`src/hdl/rc4_pkg.sv`:
```
// Shared types and constants of the RC4 stream cipher block.
// No dependencies; used by the controller, datapath and top level.
package rc4_pkg;

   localparam int BYTE_W      = 8;
   localparam int PERM_DEPTH  = 256;
   localparam int PERM_AW     = 8;
   localparam int KEY_MAX_DEF = 256;

   // Function code of an input word
   localparam logic FUNC_KEY  = 1'b0;
   localparam logic FUNC_DATA = 1'b1;

   typedef enum logic [3:0] {
      ST_IDLE,
      ST_D_J,
      ST_D_SW,
      ST_D_FIN,
      ST_D_HOLD,
      ST_K_RD,
      ST_K_CALC,
      ST_K_W1,
      ST_K_W2
   } rc4_state_type;

   // Datapath step selected by the controller
   typedef enum logic [2:0] {
      OP_NONE,
      OP_DATA_J,
      OP_DATA_SWAP,
      OP_DATA_FIN,
      OP_SCHED_READ,
      OP_SCHED_CALC,
      OP_SCHED_W1,
      OP_SCHED_W2
   } rc4_op_type;

   typedef struct packed {
      rc4_op_type op;
      logic       byte_load;     // capture data word, advance i
      logic       key_write;     // store key word, bump count
      logic       sched_start;   // identity table, clear indices
      logic       sched_end;     // clear key count
      logic       out_load;      // load result register
      logic       out_from_hold; // result comes from the hold register
      logic       hold_save;     // park keystream result
   } rc4_cmd_type;

   typedef struct packed {
      logic key_full;
      logic n_last;
      logic out_free;
   } rc4_sts_type;

endpackage

```
`src/hdl/rc4_ctrl.sv`:
```
// Controller of the RC4 block: key intake, key schedule and data steps.
// Depends on rc4_pkg; drives rc4_dp through rc4_cmd_type.
module rc4_ctrl (
   input  logic                 clock,
   input  logic                 reset,
   input  logic                 req_valid,
   input  logic                 req_func,
   input  logic                 req_last_key,
   output logic                 req_stall,
   input  rc4_pkg::rc4_sts_type sts,
   output rc4_pkg::rc4_cmd_type cmd
);

   rc4_pkg::rc4_state_type state_ff;
   rc4_pkg::rc4_state_type state_in;
   logic                   accept;

   assign req_stall = (state_ff != rc4_pkg::ST_IDLE);
   assign accept    = req_valid && !req_stall;

   always_ff @(posedge clock) begin
      if (reset) begin
         state_ff <= rc4_pkg::ST_IDLE;
      end else begin
         state_ff <= state_in;
      end
   end

   // Next state
   always_comb begin
      state_in = state_ff;
      case (state_ff)
         rc4_pkg::ST_IDLE: begin
            if (accept) begin
               if (req_func == rc4_pkg::FUNC_DATA) begin
                  state_in = rc4_pkg::ST_D_J;
               end else if (req_last_key) begin
                  state_in = rc4_pkg::ST_K_RD;
               end
            end
         end
         rc4_pkg::ST_D_J:    state_in = rc4_pkg::ST_D_SW;
         rc4_pkg::ST_D_SW:   state_in = rc4_pkg::ST_D_FIN;
         rc4_pkg::ST_D_FIN: begin
            state_in = sts.out_free ? rc4_pkg::ST_IDLE : rc4_pkg::ST_D_HOLD;
         end
         rc4_pkg::ST_D_HOLD: begin
            if (sts.out_free) begin
               state_in = rc4_pkg::ST_IDLE;
            end
         end
         rc4_pkg::ST_K_RD:   state_in = rc4_pkg::ST_K_CALC;
         rc4_pkg::ST_K_CALC: state_in = rc4_pkg::ST_K_W1;
         rc4_pkg::ST_K_W1:   state_in = rc4_pkg::ST_K_W2;
         rc4_pkg::ST_K_W2: begin
            state_in = sts.n_last ? rc4_pkg::ST_IDLE : rc4_pkg::ST_K_RD;
         end
         default:            state_in = rc4_pkg::ST_IDLE;
      endcase
   end

   // Datapath commands
   always_comb begin
      cmd = '0;
      cmd.op = rc4_pkg::OP_NONE;
      case (state_ff)
         rc4_pkg::ST_IDLE: begin
            if (accept) begin
               if (req_func == rc4_pkg::FUNC_DATA) begin
                  cmd.byte_load = 1'b1;
               end else begin
                  cmd.key_write   = !sts.key_full;
                  cmd.sched_start = req_last_key;
               end
            end
         end
         rc4_pkg::ST_D_J:    cmd.op = rc4_pkg::OP_DATA_J;
         rc4_pkg::ST_D_SW:   cmd.op = rc4_pkg::OP_DATA_SWAP;
         rc4_pkg::ST_D_FIN: begin
            cmd.op        = rc4_pkg::OP_DATA_FIN;
            cmd.out_load  = sts.out_free;
            cmd.hold_save = !sts.out_free;
         end
         rc4_pkg::ST_D_HOLD: begin
            cmd.out_load      = sts.out_free;
            cmd.out_from_hold = 1'b1;
         end
         rc4_pkg::ST_K_RD:   cmd.op = rc4_pkg::OP_SCHED_READ;
         rc4_pkg::ST_K_CALC: cmd.op = rc4_pkg::OP_SCHED_CALC;
         rc4_pkg::ST_K_W1:   cmd.op = rc4_pkg::OP_SCHED_W1;
         rc4_pkg::ST_K_W2: begin
            cmd.op        = rc4_pkg::OP_SCHED_W2;
            cmd.sched_end = sts.n_last;
         end
         default:            cmd.op = rc4_pkg::OP_NONE;
      endcase
   end

endmodule

```
`config.mk`:
```
export PLATFORM = sky130hd
export DESIGN_NAME = rc4_ctrl
export DESIGN_NICKNAME = d
export VERILOG_FILES = /design/src/hdl/rc4_pkg.sv /design/src/hdl/rc4_ctrl.sv
export SDC_FILE = /design/constraint.sdc
export NUM_CORES = 1
export LEC_CHECK = 0
export BUFFER_PORTS_ARGS = -buffer_cell sky130_fd_sc_hd__buf_2
export CAP_MARGIN = 20
export CORE_AREA = 2 2 39 41
export CTS_CLUSTER_DIAMETER = 40
export DETAILED_ROUTE_END_ITERATION = 7
export DIE_AREA = 0 0 41 43
export GPL_TIMING_DRIVEN = 0
export PLACE_DENSITY_LB_ADDON = 0.1
export SYNTH_ARGS = -nofsm -noshare
export SYNTH_HDL_FRONTEND = slang
export SYNTH_SLANG_ARGS = --single-unit
```
`constraint.sdc`:
```
create_clock -name clock -period 1.3 [get_ports clock]
set_input_delay 0 -clock clock [delete_from_list [all_inputs] [get_ports clock]]
set_output_delay 0 -clock clock [all_outputs]
set_load 0.03 [all_outputs]
```
==> out/results.txt, run 1 <==
The later pin in the worst-skew pair is clocked with a latency of 230 ps. The logs give 0.690 for the final weighted congestion in routability-driven placement and 1810 um for the global-route wire length before repair. Buffers inserted during clock tree synthesis total 3.

Total placed instance area: 520 sq um. Tracing the worst setup path back leads to its startpoint at state_ff[3]. On the critical path, the stage with the largest delay is an instance of sky130_fd_sc_hd__dfxtp_4. The type of destination of the critical path is an output pin.

The combined buffer and inverter count along the critical path is 1. Cell type group with the largest total delay on the critical path: simple AND/OR/NAND/NOR gates. The initial antenna violation count was 0.

The final route contains 509 vias. The run finished, with violations left. The critical path runs through a total of 4 cells. Sequential cells burn 18.1% of the power. Port buffering added 18 buffers. The actual slew at the worst max-slew pin works out to 402 ps.

The netlist uses 24 different library cells. The logs give 95.1 sq um for the area taken by flip-flops and latches and 28.1% for the effective utilization at floorplan. The data required time at the worst endpoint was 1300 ps; the internal power of the cells was 0.000680 W. The logs give 455 for the number of global-route vias before repair and 1760 sq um for the area enclosed by the die boundary. The switching portion of total power works out to 46.9%.

The number of cells on the worst hold path was 3. The first detailed-routing pass ran for 3 iterations. The number of cell rows came out at 14.

In this run the horizontal extent of the chip is 41 um. After routing the design area is 714 sq um. For the worst setup path, the data arrival time is 1400 ps.

The delay of the slowest critical-path stage was 350 ps; the relative max-transition margin was 73.1%. The via density per instance came out at 5.04. The tools report the number of endpoints failing setup at the final stage as 5. The clock passes through at most 2 buffers.

The power per cell area is 1790 nW/um^2, and the flip-flop count of the largest register after layout is 4. The share of the clock period used by the worst path after layout works out to 108%. Capture point of the critical path: cmd[4].

For the number of DRC markers in iteration 0, the log shows 4. Class of the most critical setup path: register to output pin. Combinational logic is responsible for 70.2% of the overall power. In the routed design, unresolved DRC markers number 0.

The tools report the global-route usage over all layers as 14.8%. The count of antenna diodes in the layout is 0, and the achievable frequency is 715 MHz. The met3 global-route usage was 1.57%; the final worst-path setup slack was -98.9 ps. Critical path startpoint category: a register. The slack of the worst reg-to-reg path is -50 ps. The layout cell share with drive strength beyond 1 was 52.9%; the clock group share of total power was 11.7%.

The largest fanout on the critical path is 4. The cell count after synthesis came out at 57. state_ff holds more flip-flops than any other register. For the number of maximum-capacitance violations, the log shows 0.

For the final count of pins violating max slew, the log shows 0. Subtracting the final worst setup slack from the clock period gives 1400 ps. Dividing the detail-routed wire length by the instance count gives 11.7 um. The count of nets left with antenna violations after detail routing is 0, and the final layout net count is 95.

The layer flagged by global routing as most heavily used is met2. The number of cells traversed by the worst register-to-register path is 5. The signal on the critical path passes through nor4_4 -> nand2_2 -> nor3b_2 -> buf_4. Entering global routing, the biggest net connects 11 pins. TritonCTS built the clock tree. In this run, synthesis produced a sequential element count of 4. The largest registers in the layout are state_ff: 4 flops. The total overflow left after global routing is 0. The post-placement setup slack came out at -186 ps. The footprint of the multi-input gates came out at 348 sq um. The end of the worst register-to-register path is state_ff[2].

The min-delay analysis places its worst path in the category input port to register. In this run the count of I/O pins placed on the die edge is 19. IR analysis of the VDD net gives a maximum drop of 1.21 mV. During synthesis, Yosys emitted a total of 0 warnings. Setup repair after global routing could not meet its margin everywhere. Relative to the synthesized area, the layout overhead comes to 83.6%. For the number of cells in the finished layout apart from fillers, the log shows 101. The worst hold path begins at sts[0]. The tools report the number of filler instances in the final layout as 158. The final reports fail on negative setup slack. Summed over all cells, the static leakage comes to 0.321 nW. The sequential fraction of the synthesis area came out at 20.6%. For the core box area, the log shows 1380 sq um.

Summed over all nets, the switching power comes to 0.000600 W. After clock tree synthesis, the clock-pin slew on the worst setup and hold paths is 40 ps. The maximum level of the CTS H-tree was 1.

The final worst clock skew is 1.06 ps. Counting every net in the synthesized netlist gives 65. The count of clock tree sinks is 4. The HPWL after detailed placement is 799 um. Averaged over all synthesized cells, the footprint is 6.83 sq um. The tools report the master cell of the clock root buffer as sky130_fd_sc_hd__clkbuf_4. The number of placed instances, taps included, is 91.

Final-report hold violation count: 0. Global routing used 17.4% of the available met1 tracks. Final wirelength: 1190 um. The run gives 389 sq um as the synthesized area.

The worst register-to-register path begins at state_ff[3]. The logs give 0.00128 W for the overall power consumption and 23.4% for the met2 routing resource usage after global routing. The vertical die dimension works out to 43 um.
==> tightest hold or removal path, cell delays in order <==
cell	delay, ps
sky130_fd_sc_hd__buf_2	110
sky130_fd_sc_hd__nor2_1	50
sky130_fd_sc_hd__o2bb2ai_2	120
==> layout by cell type (no fill, tap or decap), types with 2 or more instances in the layout <==
cell,count
sky130_fd_sc_hd__nor3_4,2
sky130_fd_sc_hd__buf_4,12
sky130_fd_sc_hd__o21ai_0,4
sky130_fd_sc_hd__nor2_1,4
sky130_fd_sc_hd__dfxtp_4,4
sky130_fd_sc_hd__and3_1,3
sky130_fd_sc_hd__nand2_1,2
sky130_fd_sc_hd__a21oi_1,6
sky130_fd_sc_hd__inv_1,2
sky130_fd_sc_hd__nand2b_1,4
sky130_fd_sc_hd__buf_2,10
sky130_fd_sc_hd__nand2_2,2
sky130_fd_sc_hd__clkbuf_4,3
sky130_fd_sc_hd__buf_6,5
sky130_fd_sc_hd__o21ai_1,2
==> cells by family after synthesis <==
family | share of synthesized area [%]
AOI/OAI and AO/OA | 25.1
DFF | 20.6
and+or+nand+nor | 45.3
xor gates and xnor gates | 2.25
buffers and inverters | 6.75
==> timing repair <==
action                     4_1_cts  5_1_grt
pin swaps                        3        2
setup buffers                    1        6
setup endpoints to repair       13       11
cloned                           0        0
hold buffers                     1        0
hold endpoints to repair         1        0
gates resized for setup         28       15
==> synth_stat cells <==
cell type	n	area share, %
sky130_fd_sc_hd__nand4bb_1	1	2.9
sky130_fd_sc_hd__o2bb2ai_2	1	3.9
sky130_fd_sc_hd__xnor2_1	1	2.3
sky130_fd_sc_hd__nor4_1	1	1.6
sky130_fd_sc_hd__buf_2	3	3.9
sky130_fd_sc_hd__nand2_1	4	3.9
sky130_fd_sc_hd__clkbuf_1	1	0.96
sky130_fd_sc_hd__or3_1	1	1.6
sky130_fd_sc_hd__nor3_1	4	5.1
sky130_fd_sc_hd__dfxtp_1	4	21
sky130_fd_sc_hd__nand2b_1	4	6.4
sky130_fd_sc_hd__o21ai_0	7	9.0
sky130_fd_sc_hd__a221oi_1	1	2.3
sky130_fd_sc_hd__nor2b_1	2	3.2
sky130_fd_sc_hd__inv_1	2	1.9
sky130_fd_sc_hd__a21oi_1	6	7.7
sky130_fd_sc_hd__nand4b_1	1	2.3
sky130_fd_sc_hd__nand3_1	1	1.3
sky130_fd_sc_hd__nor2_1	4	3.9
sky130_fd_sc_hd__nor3b_1	2	3.9
sky130_fd_sc_hd__a2111oi_0	1	2.3
sky130_fd_sc_hd__and3_1	3	4.8
sky130_fd_sc_hd__nand3b_1	1	1.9
sky130_fd_sc_hd__or4b_1	1	2.6
==> area by class of cell <==
cell class	instances	share of cell area [%]
clock buffers	3	3.15
plain buffers	3	5.25
well taps	16	2.80
flip-flops and latches	4	13.3
repair buffers	26	25.7
inverters	2	1.05
multi-input cells	47	48.7
==> metrics by stage <==
stage          TNS (ps)  hold slack [ps]  utilization, %
2_1_floorplan      -131             44.7               -
3_3_place_gp       -755              230            37.6
3_5_place_dp       -472              235            37.6
4_1_cts            -254             83.7            46.8
5_1_grt            -873              106            51.6
6_report           -205             95.0            51.6
==> power groups by stage <==
stage	Combinational, W	Sequential (W)	Clock (W)
global route	0.000971	0.000239	0.000160
detailed placement	0.000657	0.000196	0
global placement	0.000662	0.000198	0
floorplan	0.000511	0.000185	0
CTS	0.000806	0.000227	0.000160
finish	0.000899	0.000232	0.000149
==> worst min-delay path by stage <==
stage                       end  slack, ps
floorplan                cmd[5]         40
global placement    state_ff[3]        230
detailed placement  state_ff[3]        240
CTS                 state_ff[2]         80
global route        state_ff[2]        110
finish              state_ff[2]         90
==> routing by layer <==
| metal | up-vias | wire (um) |
|---|---|---|
| met5 | - | 0 |
| met1 | 230 | 512 |
| met4 | 0 | 17 |
| li1 | 265 | - |
| met2 | 12 | 613 |
| met3 | 2 | 44 |
No activity file was read; power rests on OpenSTA's default activity.
==> run 2, diff against run 1 <==
ABC_AREA = 1   (was unset)
==> out/results.txt, run 2 <==
The number of endpoints failing setup at the final stage was 0 (-5); the post-route DRC violation count was 0 (unchanged). The final worst-path setup slack is 57.5 ps (+156 ps), and the CTS buffer count is 3 (unchanged). Area enclosed by the die boundary: 1760 sq um (unchanged). STA classifies the critical path endpoint as an output pin.

The commonest register cell after synthesis was sky130_fd_sc_hd__dfxtp_1. The die extent in x works out to 41 um (unchanged). Total congestion overflow: 0 (unchanged). For the cell leakage power, the log shows 0.325 nW (+1.5%). The cell type group with the largest total delay on the critical path was simple AND/OR/NAND/NOR gates. Relative to the synthesized area, the layout overhead comes to 60.4%.

Data arrival time at the worst-slack endpoint: 1240 ps (-160 ps). In this run the critical register-to-register path is launched from state_ff[1]. Number of cell rows: 14 (unchanged).

Reported net switching power: 0.000548 W (-8.7%). The post-synthesis average cell area is 5.66 sq um (-17%). The tools report the number of cells produced by synthesis as 63 (+11%). The tools report the number of unique standard cell types used by synthesis as 15 (-38%). The setup path with the least slack is of type register to output pin. The logs give 0.000536 W (-21%) for the internal power of the cells and 455 (-11%) for the number of vias after detailed routing.

The sequential group share of total power came out at 19.8% (+1.7 points). Post-synthesis register bit count: 4 (unchanged). The final count of pins violating max slew is 0 (unchanged), and the global-route usage over all layers is 11.1% (-3.6 points). The worst register-to-register path ends at state_ff[2]. The run gives 0.654 mV (-46%) as the maximum ir drop on the vdd rail.

The signal on the critical path passes through nor2_4 -> inv_2 -> nor2_2 -> inv_1 -> nor3_2 -> buf_4. In the layout the commonest cells are sky130_fd_sc_hd__nand2_1, sky130_fd_sc_hd__inv_1, sky130_fd_sc_hd__buf_2. The effective utilization at floorplan was 25.8% (-2.4 points). Master cell of the clock root buffer: sky130_fd_sc_hd__clkbuf_4.

The largest registers in the layout are state_ff: 4 flops. The synthesized area was 357 sq um (-8.4%). The tools report the count of antenna diodes in the layout as 0 (unchanged).

Final wirelength: 878 um (-26%). The via density per instance was 4.38 (-13%). The run gives 41.3% (-10 points) as the core occupancy in the finished layout.

The final critical delay including setup and external delays was 1240 ps (-156 ps). The count of flip-flops with a built-in enable after synthesis works out to 0 (unchanged). The clock group share of total power was 13.7% (+2.0 points); the largest fanout on the critical path was 5 (+1). Count of nets left with antenna violations after detail routing: 0 (unchanged). The number of cells traversed by the worst register-to-register path works out to 8 (+3).

The number of maximum-capacitance violations is 0 (unchanged), and the delay of the slowest critical-path stage is 350 ps (about the same). For the HPWL reported at the end of detailed placement, the log shows 705 um (-12%). The data required time at the worst endpoint was 1300 ps (about the same). The flow ran to the end, and the final reports show no timing, DRC or antenna violations. The vertical die dimension is 43 um (unchanged). The layout cell share with drive strength beyond 1 was 48.9% (-4.1 points).

For the global-route wire length before repair, the log shows 1340 um (-26%). The path type of the worst min-delay path was input port to register. The worst hold path begins at sts[0]. The total iterations of the first detailed-routing run was 2 (-1); the final-report hold violation count was 0 (unchanged).

Total nets after synthesis: 71 (+9.2%). The synthesized design spends more area on one cell type than any other, namely sky130_fd_sc_hd__dfxtp_1. The combined buffer and inverter count along the critical path came out at 3 (+2).

The power per cell area came out at 1900 nW/um^2 (+5.8%). STA classifies the critical path startpoint as a register. The commonest cells after synthesis are sky130_fd_sc_hd__inv_1, sky130_fd_sc_hd__nand2_1, sky130_fd_sc_hd__nor2_1.

The number of DRC markers in iteration 0 came out at 10 (+6). For the post-placement setup slack, the log shows 155 ps (+340 ps). The actual slew at the worst max-slew pin came out at 201 ps (-201 ps).

The area share of the largest cell type after synthesis works out to 22.5% (+1.9 points). The logs give 86.6% (+13 points) for the relative max-transition margin and 19 (unchanged) for the total I/O pin count. For the number of global-route vias before repair, the log shows 358 (-21%).

The final worst clock skew came out at 0.336 ps (-0.719 ps). The number of buffers on the longest clock path came out at 2 (unchanged). The initial antenna violation count was 0 (unchanged); the clock insertion delay at the later pin of the skew report was 230 ps (about the same). Count of clock tree sinks: 4 (unchanged).

The flip-flop count of the largest register after layout is 4 (unchanged), and the fraction of power consumed by combinational cells is 66.5% (-3.7 points). The number of cells on the worst hold path came out at 4 (+1). The logs give 22.5% (+1.9 points) for the sequential fraction of the synthesis area and 474 sq um (-8.9%) for the total placed instance area. Final weighted congestion in routability-driven placement: 0.689 (-0.20%). The leading cell type in the layout, fill and taps excluded is sky130_fd_sc_hd__nand2_1.

The number of cells in the finished layout apart from fillers is 104 (+3.0%), and the share of the clock period used by the worst path after layout is 95.6% (-12 points). The fraction of synthesis flops using an asynchronous set or reset pin came out at 0% (unchanged). The tools report the maximum level of the CTS H-tree as 1 (unchanged). The worst hold path terminates at state_ff[2]. The switching portion of total power works out to 50.5% (+3.7 points). The count of synthesis-stage warnings from yosys was 0 (unchanged). The achievable frequency came out at 805 MHz (+13%). By area the synthesized netlist is led by sky130_fd_sc_hd__dfxtp_1, sky130_fd_sc_hd__inv_1, sky130_fd_sc_hd__nand2_1.

The tools report the slack of the worst reg-to-reg path as 160 ps (+210 ps). Critical-path cell with the highest stage delay: sky130_fd_sc_hd__dfxtp_4. The tools report the largest net degree at the start of global routing as 6 (-5). The average detailed-routed wire length per instance is 8.44 um (-28%). The core box area was 1380 sq um (unchanged).

The register with the most flip-flops was state_ff. The run gives 572 sq um (-20%) as the design area. Setup repair after global routing could not meet its margin everywhere. Final layout net count: 98 (+3.2%). TritonCTS built the clock tree. Count of buffers inserted at the top-level ports: 18 (unchanged).

Clock transition at the register clock pins on the worst setup and hold paths after CTS: 30 ps (about the same). The total instance count after detailed placement is 97 (+6.6%).
==> run 2: worst register-to-register path: cells and delay by family (launching register included) <==
family	cells	cell delay (ps)
AO/OA/AOI/OAI	1	110
AND/OR/NAND/NOR	5	450
flip-flops	1	340
buffers and inverters	2	180
==> run 2: routing by layer <==
layer | routed length, um | track usage [%]
met1 | 396 | 15.1
met2 | 431 | 14.4
met3 | 50 | 3.14
met4 | 0 | 8.00
met5 | 0 | 0
==> run 2: cell families after synthesis <==
family | synth area share (%)
AOI/OAI and AO/OA | 11.6
DFF | 22.5
buffers and inverters | 16.8
and+or+nand+nor | 49.1
==> run 2: how the worst max path moves through the flow <==
stage,start,endpoint,cells after the start
2_1_floorplan,state_ff[2],cmd[2],6
3_5_place_dp,state_ff[3],cmd[6],6
3_3_place_gp,state_ff[2],cmd[2],7
5_1_grt,state_ff[3],cmd[5],4
6_report,state_ff[3],cmd[6],6
4_1_cts,state_ff[2],cmd[2],7
==> run 2: power groups by stage <==
stage	Sequential, W	Clock, W	Combinational, W
6_report	0.000214	0.000148	0.000721
5_1_grt	0.000222	0.000170	0.000787
4_1_cts	0.000206	0.000159	0.000675
3_5_place_dp	0.000200	0	0.000605
3_3_place_gp	0.000201	0	0.000614
2_1_floorplan	0.000194	0	0.000468
==> run 2: stage by stage <==
stage	total power, W	hold WS (ps)	TNS [ps]
2_1_floorplan	0.000662	62.4	-130
3_3_place_gp	0.000815	219	0
3_5_place_dp	0.000804	220	0
4_1_cts	0.00104	76.3	0
5_1_grt	0.00118	94.5	-41.5
6_report	0.00108	83.9	0
==> run 2: layout make-up <==
type	instances	area (sq um)
sequential	4	90.1
inverter	16	62.6
clock buffer	3	22.5
timing repair buffer	22	140
tap	16	20.0
multi-input combinational	43	236
fill	158	812
==> run 2: what timing repair did <==
action                                  CTS  global route
pin swaps                                 2             3
setup buffers                             2             1
hold buffers                              1             0
hold endpoints to repair                  4             0
resized for setup                         7            17
endpoints found under the setup margin    3             7
